===== src/itoa_pkg.sv =====
// shared types, codes and constants of the integer to ascii formatter
package itoa_pkg;

  // word size for binary clamp and default hex length
  localparam int WORD_BITS = 32;

  // stream widths
  localparam int IN_BITS  = 40;
  localparam int OUT_BITS = 8;

  // radix select codes
  localparam logic [1:0] OP_DEC = 2'd0;
  localparam logic [1:0] OP_BIN = 2'd1;
  localparam logic [1:0] OP_HEX = 2'd2;
  localparam logic [1:0] OP_NONE = 2'd3;

  // character source select
  localparam logic [2:0] CH_ZERO  = 3'd0;
  localparam logic [2:0] CH_RADIX = 3'd1;
  localparam logic [2:0] CH_MINUS = 3'd2;
  localparam logic [2:0] CH_DEC   = 3'd3;
  localparam logic [2:0] CH_DIGIT = 3'd4;

  // ascii codes
  localparam logic [7:0] ASCII_ZERO  = 8'd48;
  localparam logic [7:0] ASCII_ALPHA = 8'd55;
  localparam logic [7:0] ASCII_B     = 8'h62;
  localparam logic [7:0] ASCII_X     = 8'h78;
  localparam logic [7:0] ASCII_MINUS = 8'h2D;

  // reciprocal of ten, exact for 32-bit values with a 35-bit shift
  localparam logic [31:0] DIV10_RECIP = 32'hCCCC_CCCD;
  localparam int          DIV10_SHIFT = 35;

  // digit counts at the start of a binary or hex conversion
  localparam logic [5:0] BIN_DIGITS = 6'd32;
  localparam logic [5:0] HEX_DIGITS = 6'd8;
  localparam logic [5:0] HEX_DEFAULT = 6'((WORD_BITS + 3) / 4);

  // commands from the controller
  typedef struct packed {
    logic       load;
    logic       mul;
    logic       div_step;
    logic       cnt_dec;
    logic       pop;
    logic       emit;
    logic [2:0] emit_sel;
    logic       emit_last;
  } ctrl_cmd_t;

  // status back to the controller
  typedef struct packed {
    logic [1:0] new_op;
    logic       neg;
    logic       quot_zero;
    logic       nd_last;
    logic       cnt_last;
    logic       skip_ok;
    logic       out_free;
  } ctrl_sts_t;

endpackage


===== src/itoa_dp.sv =====
// datapath: operand registers, divide-by-ten step, digit stack and output register
module itoa_dp import itoa_pkg::*; (
  input  logic                clk,
  input  logic                rst,
  input  logic [IN_BITS-1:0]  s_tdata,
  input  ctrl_cmd_t           cmd,
  output ctrl_sts_t           sts,
  input  logic                m_tready,
  output logic                m_tvalid,
  output logic [OUT_BITS-1:0] m_tdata,
  output logic                m_tlast
);

  logic [1:0]  op_r;
  logic [31:0] u;
  logic [5:0]  floor_cnt;
  logic [31:0] mag;
  logic [63:0] prod;
  logic [39:0] digs;
  logic [3:0]  nd;
  logic [5:0]  cnt;

  // input field unpack
  logic [1:0]  in_op;
  logic [31:0] in_value;
  logic [5:0]  in_pw;
  logic [5:0]  in_floor;
  logic [5:0]  bin_w;

  assign in_op    = s_tdata[1:0];
  assign in_value = s_tdata[33:2];
  assign in_pw    = s_tdata[39:34];

  // minimum digit count for the padding
  always_comb begin
    bin_w = (in_pw > 6'(WORD_BITS)) ? 6'(WORD_BITS) : in_pw;
    if (bin_w == 6'd0) begin
      bin_w = 6'd1;
    end
    if (in_op == OP_BIN) begin
      in_floor = bin_w;
    end else begin
      case (in_pw)
        6'd8:    in_floor = 6'd2;
        6'd16:   in_floor = 6'd4;
        6'd32:   in_floor = 6'd8;
        default: in_floor = HEX_DEFAULT;
      endcase
    end
  end

  // divide-by-ten step on the registered product
  logic [28:0] quot;
  logic [31:0] rem;
  assign quot = prod[63:DIV10_SHIFT];
  assign rem  = mag - {quot, 3'b000} - 32'({quot, 1'b0});

  // digit selection for binary and hex
  logic [4:0] bit_idx;
  logic [2:0] nib_idx;
  logic [4:0] nib_sh;
  logic [3:0] nib;
  logic       bit_hi;
  logic       bit_nx;
  logic       nib_lowb;
  logic       is_neg;

  assign is_neg   = u[31];
  assign bit_idx  = 5'(cnt - 6'd1);
  assign bit_hi   = u[bit_idx];
  assign bit_nx   = u[5'(bit_idx - 5'd1)];
  assign nib_idx  = 3'(cnt - 6'd1);
  assign nib_sh   = {nib_idx, 2'b00};
  assign nib      = 4'(u >> nib_sh);
  assign nib_lowb = u[5'(nib_sh - 5'd1)];

  // leading digit is redundant and the padding allows dropping it
  logic skip_ok;
  always_comb begin
    if (cnt <= floor_cnt) begin
      skip_ok = 1'b0;
    end else if (op_r == OP_BIN) begin
      skip_ok = is_neg ? (bit_hi & bit_nx) : !bit_hi;
    end else begin
      skip_ok = is_neg ? ((nib == 4'hF) && nib_lowb) : (nib == 4'h0);
    end
  end

  // character for the current emit
  logic [7:0] char_next;
  always_comb begin
    case (cmd.emit_sel)
      CH_ZERO:  char_next = ASCII_ZERO;
      CH_RADIX: char_next = (op_r == OP_BIN) ? ASCII_B : ASCII_X;
      CH_MINUS: char_next = ASCII_MINUS;
      CH_DEC:   char_next = ASCII_ZERO + 8'(digs[3:0]);
      CH_DIGIT: begin
        if (op_r == OP_BIN) begin
          char_next = ASCII_ZERO + 8'(bit_hi);
        end else if (nib >= 4'd10) begin
          char_next = ASCII_ALPHA + 8'(nib);
        end else begin
          char_next = ASCII_ZERO + 8'(nib);
        end
      end
      default:  char_next = ASCII_ZERO;
    endcase
  end

  // operand and conversion registers
  always_ff @(posedge clk) begin
    if (cmd.load) begin
      op_r      <= in_op;
      u         <= in_value;
      floor_cnt <= in_floor;
      mag       <= in_value[31] ? (32'd0 - in_value) : in_value;
      nd        <= 4'd0;
      cnt       <= (in_op == OP_BIN) ? BIN_DIGITS : HEX_DIGITS;
    end else begin
      if (cmd.mul) begin
        prod <= 64'(mag) * 64'(DIV10_RECIP);
      end
      if (cmd.div_step) begin
        digs <= {digs[35:0], rem[3:0]};
        mag  <= 32'(quot);
        nd   <= nd + 4'd1;
      end
      if (cmd.pop) begin
        digs <= {4'd0, digs[39:4]};
        nd   <= nd - 4'd1;
      end
      if (cmd.cnt_dec) begin
        cnt <= cnt - 6'd1;
      end
    end
  end

  // output register
  always_ff @(posedge clk) begin
    if (rst) begin
      m_tvalid <= 1'b0;
    end else if (cmd.emit) begin
      m_tvalid <= 1'b1;
    end else if (m_tready) begin
      m_tvalid <= 1'b0;
    end
  end

  always_ff @(posedge clk) begin
    if (cmd.emit) begin
      m_tdata <= char_next;
      m_tlast <= cmd.emit_last;
    end
  end

  // status
  assign sts.new_op    = in_op;
  assign sts.neg       = is_neg;
  assign sts.quot_zero = (quot == 29'd0);
  assign sts.nd_last   = (nd == 4'd1);
  assign sts.cnt_last  = (cnt == 6'd1);
  assign sts.skip_ok   = skip_ok;
  assign sts.out_free  = !m_tvalid || m_tready;

endmodule


===== src/itoa_ctrl.sv =====
// controller: sequences conversion steps and character transfers
module itoa_ctrl import itoa_pkg::*; (
  input  logic      clk,
  input  logic      rst,
  input  logic      s_tvalid,
  output logic      s_tready,
  input  ctrl_sts_t sts,
  output ctrl_cmd_t cmd
);

  localparam logic [3:0] S_IDLE  = 4'd0;
  localparam logic [3:0] S_DMUL  = 4'd1;
  localparam logic [3:0] S_DREM  = 4'd2;
  localparam logic [3:0] S_DSIGN = 4'd3;
  localparam logic [3:0] S_DDIG  = 4'd4;
  localparam logic [3:0] S_SKIP  = 4'd5;
  localparam logic [3:0] S_PFX0  = 4'd6;
  localparam logic [3:0] S_PFX1  = 4'd7;
  localparam logic [3:0] S_EMIT  = 4'd8;

  logic [3:0] state;
  logic [3:0] state_next;

  assign s_tready = (state == S_IDLE);

  // next state and commands
  always_comb begin
    state_next = state;
    cmd        = '0;
    cmd.emit_sel = CH_ZERO;
    case (state)
      S_IDLE: begin
        if (s_tvalid) begin
          cmd.load = 1'b1;
          case (sts.new_op)
            OP_DEC:  state_next = S_DMUL;
            OP_BIN:  state_next = S_SKIP;
            OP_HEX:  state_next = S_SKIP;
            default: state_next = S_IDLE;
          endcase
        end
      end
      S_DMUL: begin
        cmd.mul    = 1'b1;
        state_next = S_DREM;
      end
      S_DREM: begin
        cmd.div_step = 1'b1;
        state_next   = sts.quot_zero ? S_DSIGN : S_DMUL;
      end
      S_DSIGN: begin
        if (!sts.neg) begin
          state_next = S_DDIG;
        end else if (sts.out_free) begin
          cmd.emit     = 1'b1;
          cmd.emit_sel = CH_MINUS;
          state_next   = S_DDIG;
        end
      end
      S_DDIG: begin
        if (sts.out_free) begin
          cmd.emit      = 1'b1;
          cmd.emit_sel  = CH_DEC;
          cmd.emit_last = sts.nd_last;
          cmd.pop       = 1'b1;
          if (sts.nd_last) begin
            state_next = S_IDLE;
          end
        end
      end
      S_SKIP: begin
        if (sts.skip_ok) begin
          cmd.cnt_dec = 1'b1;
        end else begin
          state_next = S_PFX0;
        end
      end
      S_PFX0: begin
        if (sts.out_free) begin
          cmd.emit     = 1'b1;
          cmd.emit_sel = CH_ZERO;
          state_next   = S_PFX1;
        end
      end
      S_PFX1: begin
        if (sts.out_free) begin
          cmd.emit     = 1'b1;
          cmd.emit_sel = CH_RADIX;
          state_next   = S_EMIT;
        end
      end
      S_EMIT: begin
        if (sts.out_free) begin
          cmd.emit      = 1'b1;
          cmd.emit_sel  = CH_DIGIT;
          cmd.emit_last = sts.cnt_last;
          cmd.cnt_dec   = 1'b1;
          if (sts.cnt_last) begin
            state_next = S_IDLE;
          end
        end
      end
      default: state_next = S_IDLE;
    endcase
  end

  // state register
  always_ff @(posedge clk) begin
    if (rst) begin
      state <= S_IDLE;
    end else begin
      state <= state_next;
    end
  end

endmodule


===== src/int_to_ascii_radix_format_top.sv =====
// top level of the integer to ascii formatter
//
//  channel   dir  payload                                    end marker
//  s_*       in   tdata: op[1:0] value[33:2] pad_width[39:34]  -
//  m_*       out  tdata: char_code[7:0]                       tlast = last
//
// one item at a time; input is taken only while the controller is idle
// decimal: a reciprocal multiply step, then a remainder step, for each digit, then
// the sign slot, then the digits; binary/hex: a skip step per dropped leading digit
// plus one to stop, then the 0 and radix prefix, then the digit characters;
// radix code 3 is accepted with no output
// synchronous reset clears the controller and output valid; a stall pauses the sequence
module int_to_ascii_radix_format_top import itoa_pkg::*; (
  input  logic                clk,
  input  logic                rst,
  input  logic                s_tvalid,
  output logic                s_tready,
  input  logic [IN_BITS-1:0]  s_tdata,   // op[1:0], value[33:2], pad_width[39:34]
  output logic                m_tvalid,
  input  logic                m_tready,
  output logic [OUT_BITS-1:0] m_tdata,   // char_code[7:0]
  output logic                m_tlast
);

  ctrl_cmd_t cmd;
  ctrl_sts_t sts;

  // sequencer
  itoa_ctrl u_ctrl (
    .clk      (clk),
    .rst      (rst),
    .s_tvalid (s_tvalid),
    .s_tready (s_tready),
    .sts      (sts),
    .cmd      (cmd)
  );

  // conversion datapath and output register
  itoa_dp u_dp (
    .clk      (clk),
    .rst      (rst),
    .s_tdata  (s_tdata),
    .cmd      (cmd),
    .sts      (sts),
    .m_tready (m_tready),
    .m_tvalid (m_tvalid),
    .m_tdata  (m_tdata),
    .m_tlast  (m_tlast)
  );

endmodule


===== config.mk =====
export PLATFORM = sky130hd
export DESIGN_NAME = int_to_ascii_radix_format_top
export DESIGN_NICKNAME = d
export VERILOG_FILES = /design/src/itoa_pkg.sv /design/src/itoa_dp.sv /design/src/itoa_ctrl.sv /design/src/int_to_ascii_radix_format_top.sv
export SDC_FILE = /design/constraint.sdc
export NUM_CORES = 1
export LEC_CHECK = 0
export BUFFER_PORTS_ARGS = -buffer_cell sky130_fd_sc_hd__buf_2
export CORE_MARGIN = 3
export CORE_UTILIZATION = 41
export DETAILED_ROUTE_END_ITERATION = 10
export GPL_TIMING_DRIVEN = 0
export PLACE_DENSITY = 0.65
export SYNTH_ARGS = -nofsm -noshare
export SYNTH_HDL_FRONTEND = slang
export SYNTH_SLANG_ARGS = --single-unit
export TNS_END_PERCENT = 10

===== constraint.sdc =====
create_clock -name clk -period 10.1 [get_ports clk]
set_clock_uncertainty 0.05 [all_clocks]
set_input_delay 1.01 -clock clk [delete_from_list [all_inputs] [get_ports clk]]
set_output_delay 1.01 -clock clk [all_outputs]
set_load 0.02 [all_outputs]

==> results of run 1 <==
==> cells in the final DEF, fill, tap and decap left out, types with 5 or more instances in the layout <==
cell | synthesis | final
and3_1 | 11 | 11
nor2b_1 | 15 | 15
mux4_2 | 28 | 28
o21ai_1 | 29 | 29
mux2i_1 | 13 | 13
dfxtp_1 | 9 | 9
ha_1 | 369 | 369
nand2b_1 | 14 | 14
nor4_1 | 13 | 13
buf_2 | 4 | 57
edfxtp_1 | 155 | 155
a21oi_1 | 91 | 91
o211ai_1 | 9 | 9
a31oi_1 | 11 | 11
or3_1 | 6 | 6
fa_1 | 386 | 386
a22oi_1 | 5 | 5
o21ai_0 | 42 | 42
and2_1 | 19 | 19
nor2_1 | 65 | 65
a21o_1 | 33 | 33
inv_1 | 576 | 576
xor2_1 | 74 | 74
nand4_1 | 10 | 10
clkbuf_1 | 41 | 43
o41ai_1 | 7 | 7
o31a_1 | 5 | 5
o21a_1 | 5 | 5
xnor2_1 | 47 | 47
nor3_1 | 18 | 17
o31ai_1 | 8 | 8
clkbuf_16 | 0 | 17
nand3_1 | 30 | 30
o21bai_1 | 10 | 10
nand2_1 | 205 | 203
==> worst min-delay path, stage by stage, from the launching register on <==
cell	delay (ps)
edfxtp_1	320
nand2_1	50
nand2_1	40
==> area by class of cell <==
type	instances	area share
repair buffers	56	0.01140
flip-flops and latches	164	0.1791
well taps	782	0.03624
plain buffers	48	0.007461
inverters	579	0.08050
multi-input cells	1632	0.6648
clock buffers	21	0.01668
clock inverters	11	0.003800
==> metrics by stage <==
step                utilization  worst slack [ps]  cell area, um2
finish                   0.4465              1407           27000
global route             0.4465              1185           27000
detailed placement       0.4373              1510           26440
CTS                      0.4464              1484           27000
global placement         0.4364              1526           26390
floorplan                     -              3119           25150
==> flip-flops by register name, indices dropped and copies added, names as in the netlist <==
signal          flops
u_dp.m_tdata        7
u_ctrl.state        4
u_dp.digs          40
u_dp.m_tvalid       1
u_dp.nd             4
u_dp.prod          29
u_dp.cnt            6
u_dp.floor_cnt      6
u_dp.mag           32
u_dp.u             32
u_dp.m_tlast        1
u_dp.op_r           2
==> logic make-up (layout without fill, tap and decap cells) <==
| group | count (synthesis) | in the layout | share of synthesized area |
|---|---|---|---|
| compound gates | 285 | 285 | 0.07045 |
| xor+xnor | 122 | 122 | 0.04279 |
| buf+inv | 627 | 715 | 0.09438 |
| mux | 41 | 41 | 0.03025 |
| fa+ha+maj | 755 | 755 | 0.4909 |
| other cells | 1 | 1 | 0.0001491 |
| flops | 164 | 164 | 0.1922 |
| simple gates | 428 | 428 | 0.07886 |
==> worst max path at each step <==
stage,end,slack (ps)
after floorplan,u_dp.prod[51],3120
after global placement,u_dp.prod[59],1530
after detailed placement,u_dp.prod[59],1510
after CTS,u_dp.prod[59],1480
after global routing,u_dp.prod[59],1190
final,u_dp.prod[59],1410
==> routing by layer <==
layer	GRT usage	routed length [um]	vias up
li1	-	-	7965
met1	0.3007	29630	8822
met2	0.3747	33180	565
met3	0.03265	4326	88
met4	0.05636	1732	0
met5	0	0	-
==> reports/results.txt, run 1 <==
Slew Limit Fails -> 0
Storage cell area -> 4835 um2
GRT overflow -> 0
# diodes -> 0
RSZ-0062 raised after global routing -> no
PortBufs -> 53
Tmin final -> 8693 ps
Fill cells -> 5639
Slew @ Worst Pin -> 1133 ps
CTS buffer count -> 17
DR pass1 iterations -> 5
setup violators final -> 0
synthesized cell area -> 25150 um2
DRC -> 0
Max Clk Rate -> 0.1150 GHz
share of cells above drive strength 1 -> 0.05217
Syn Area/Cell -> 10.38 um2
synthesized instance count -> 2423
post-CTS sizing -> 0
Routed Antenna Nets -> 0
worst hold start -> u_dp.digs[36]
critical path depth in cells -> 21
# hold bufs at CTS -> 0
DRT iter0 DRCs -> 1286
Cell variety after synth -> 70
CTS root buffer -> clkbuf_16
gpl congestion -> 0.9853
Sum Neg Setup Slack -> 0 ps
crit path from -> u_dp.mag[8]
prevailing post-synth register cell -> edfxtp_1
clock latency on the worst-skew pair -> 440 ps
Core Rows -> 90
top cell type by total area after synthesis -> fa_1
Post-synth EDFFs -> 155
core area -> 60470 um2
outcome -> finished, final reports clean
worst path arrival time -> 8830 ps
Post-synth top cells -> inv_1, fa_1, ha_1, nand2_1, edfxtp_1
chip width -> 253.7 um
Worst Hold End -> u_dp.digs[32]
area grow syn2layout -> 7.359%
hpwl dp -> 60030 um
CP Cell Sequence -> ha_1 -> clkbuf_1 -> xnor2_1 -> o21ai_0 -> fa_1 -> inv_1 -> fa_1 -> fa_1 -> inv_1 -> fa_1 -> fa_1 -> fa_1 -> ha_1 -> nand2_1 -> nor4_1 -> or3b_1 -> o211ai_1 -> a311oi_2 -> o21ai_2 -> a31oi_1 -> xnor2_1
WL/cell -> 20.91 um
Crit-path slowest cell -> nor4_1
Die H -> 253.7 um
pin count of the biggest net entering global routing -> 42
yosys warns -> 0
DR vias -> 17440
worst r2r src -> u_dp.mag[8]
multi-input logic area -> 17950 um2
CP endpoint kind -> flip-flop
maximum buffer depth of the clock tree -> 2
r2r worst-path depth -> 21
Setup CP Type -> flip-flop to flip-flop
Slew headroom -> 0.2445
flops & latches, synth -> 164
FFs w/ async S/R, synth -> 0
delay-heaviest family, CP -> adder cells
htree depth -> 4
Fin. Hold Viols -> 0
Placed Cells -> 3261
worst hold stages -> 2
final WL -> 68860 um
slowest cell delay on critical path -> 680 ps
Reg2Reg Capture Point -> u_dp.prod[59]
Clk pin slew, worst setup/hold paths -> 70 ps
initial cell density of the core -> 0.4159
CP startpoint kind -> flip-flop
fin cells -> 3293
maximum capacitance violations -> 0
vias per cell -> 5.296
global-route wire length before repair -> 107400 um
area share of the leading cell type in the synthesized netlist -> 0.3073
most numerous cell in the Yosys netlist -> inv_1
top cells by area, synth -> fa_1, edfxtp_1, ha_1
required time of the critical path -> 10240 ps
clock sink total -> 164
crit path max fanout -> 8
crit path buf inv count -> 3
reg-to-reg slack, setup -> 1410 ps
Hold Slack -> 463.5 ps
initial antenna violation count -> 1
Seq/Total Area, Yosys -> 0.1922
Die Area -> 64340 um2
NumNets Final -> 3297
CTS tree -> yes
I/O pins -> 55
critical path's most frequent cell -> fa_1
setup bufs post-CTS -> 0
number of global-route vias before repair -> 18298
total track usage -> 0.2216
syn_nets -> 3222
Period Utilization, post-route -> 0.8607
Worst Hold Class -> flip-flop to flip-flop
Power of run 1 is not shown: default switching activity piles up to over one toggle a cycle in this logic, so the estimate is an artifact.
==> run 2: changes to the inputs <==
RECOVER_POWER = 50   (was not set)
SLEW_MARGIN = 10   (was not set)
clock period = 10.3 ns   (was 10.1 ns; I/O delays follow)
==> run 2 against run 1 <==
The flow now finishes with violations (max-capacitance violations, max-slew violations). Fmax about the same. Sequential share of layout area increased by 0.052 points. Die area unchanged. Critical path depth unchanged. Count of clock-buffer cells in the layout decreased by 3. Non-clock buffer count increased by 1. Core utilization decreased by 0.13 points. Global-route usage about the same. Via count increased by 0.48%. Flip-flop and latch count unchanged. Cell count about the same. Critical path type unchanged. Critical endpoint unchanged.
==> reports/results.txt, run 2 (same netlist as run 1, synthesis figures left out) <==
DRT iter0 DRCs -> 1277 (-0.70%)
final WL -> 69170 um (+0.45%)
Setup CP Type -> flip-flop to flip-flop
# hold bufs at CTS -> 0 (unchanged)
Hold Slack -> 462.2 ps (-1.376 ps)
crit path max fanout -> 8 (unchanged)
Die Area -> 64340 um2 (unchanged)
Worst Hold Class -> flip-flop to flip-flop
worst path arrival time -> 8820 ps (about the same)
chip width -> 253.7 um (unchanged)
CTS root buffer -> clkbuf_16
area grow syn2layout -> 7.045%
DRC -> 0 (unchanged)
CTS buffer count -> 17 (unchanged)
I/O pins -> 55 (unchanged)
initial cell density of the core -> 0.4159 (unchanged)
vias per cell -> 5.316 (+0.38%)
DR vias -> 17523 (+0.48%)
required time of the critical path -> 10430 ps (+190 ps)
maximum buffer depth of the clock tree -> 2 (unchanged)
clock sink total -> 164 (unchanged)
CP endpoint kind -> flip-flop
setup bufs post-CTS -> 0 (unchanged)
maximum capacitance violations -> 1 (+1)
outcome -> finished with violations
clock latency on the worst-skew pair -> 440 ps (about the same)
commonest non-fill, non-tap cell in the layout -> inv_1
Period Utilization, post-route -> 0.8445 (-0.01621)
commonest cells after routing, fill and taps aside -> inv_1, fa_1, ha_1, nand2_1, edfxtp_1
CP startpoint kind -> flip-flop
Max Clk Rate -> 0.1150 GHz (about the same)
fin util -> 0.4452 (-0.001303)
htree depth -> 4 (unchanged)
PortBufs -> 53 (unchanged)
gpl congestion -> 0.9853 (unchanged)
share of cells above drive strength 1 -> 0.03424 (-0.01793)
hpwl dp -> 60200 um (+0.28%)
Slew headroom -> -0.3398 (-0.5843)
post-route setup slack -> 1602 ps (+194.8 ps)
GRT overflow -> 0 (unchanged)
CTS tree -> yes
worst setup slack after placement -> 1750 ps (+240.4 ps)
initial antenna violation count -> 1 (unchanged)
global-route wire length before repair -> 107800 um (+0.40%)
pin count of the biggest net entering global routing -> 38 (-9.5%)
number of global-route vias before repair -> 18427 (+0.70%)
max reg flops -> 40 (unchanged)
Clk pin slew, worst setup/hold paths -> 70 ps (about the same)
post-CTS sizing -> 0 (unchanged)
biggest regs -> u_dp.digs (40), u_dp.mag (32), u_dp.u (32)
RSZ-0062 raised after global routing -> no
total track usage -> 0.2217 (about the same)
Top reg by flops -> u_dp.digs
Slew Limit Fails -> 38 (+38)
failing checks -> max-capacitance violations, max-slew violations
setup violators final -> 0 (unchanged)
Die H -> 253.7 um (unchanged)
Tmin final -> 8698 ps (+5.220 ps)
Fin. Hold Viols -> 0 (unchanged)
Core Rows -> 90 (unchanged)
WL/cell -> 20.99 um (+0.36%)
Sum Neg Setup Slack -> 0 ps (unchanged)
core area -> 60470 um2 (unchanged)
Slew @ Worst Pin -> 2010 ps (+876.5 ps)
DR pass1 iterations -> 5 (unchanged)
Routed Antenna Nets -> 0 (unchanged)
NumNets Final -> 3298 (+0.030%)
[run 2: changes by cell type in the layout (fill, tap and decap cells not counted), sizes merged]
cell,before,now
diode,0,2
bufinv,1,0
clkinvlp,4,0
clkinv,3,6
inv,582,587
buf,63,18
clkbuf,62,105
[run 2: stage by stage]
step                      instance area (um2)  cells
after floorplan                         25150   2423
after global placement                  26390   3258
after detailed placement                26460   3262
after CTS                               27000   3294
after global routing                    26910   3294
final                                   26920   3296
[run 2: worst paths after layout]
kind,start,endpoint,slack (ps),cells past startpoint
max,u_dp.mag[8],u_dp.prod[59],1600,21
max reg2reg,u_dp.mag[8],u_dp.prod[59],1600,21
min reg2reg,u_dp.digs[36],u_dp.digs[32],460,2
min,u_dp.digs[36],u_dp.digs[32],460,2
[run 2: worst max-delay path, stage by stage, from the launching register on]
cell and delay [ps]:
edfxtp_1 580, ha_1 420, clkbuf_1 250, xnor2_1 510, o21ai_0 310, fa_1 600, inv_1 60, fa_1 490
fa_1 550, inv_1 50, fa_1 380, fa_1 530, fa_1 430, ha_1 420, nand2_1 130, nor4_1 730
or3b_1 420, o211ai_1 430, a311oi_2 400, o21ai_2 370, a31oi_1 150, xnor2_1 140
[run 2: area by class of cell]
class | count | area, um2
inverters | 579 | 2173
clock inverters | 14 | 113.9
clock buffers | 18 | 429.2
well taps | 782 | 978.4
plain buffers | 48 | 200.2
fillers | 5693 | 33550
multi-input cells | 1632 | 17940
repair buffers | 57 | 242.7
diodes | 2 | 5.005
flip-flops and latches | 164 | 4835
[run 2: metal layers]
layer  share of wire  global-route usage  vias to the layer above
met5               0                   0                        -
li1                -                   -                     7981
met3           0.058             0.02610                       90
met4           0.027             0.06062                        0
met2            0.48              0.3731                      579
met1            0.43              0.3050                     8873
Power of run 2 is left out for the same reason.
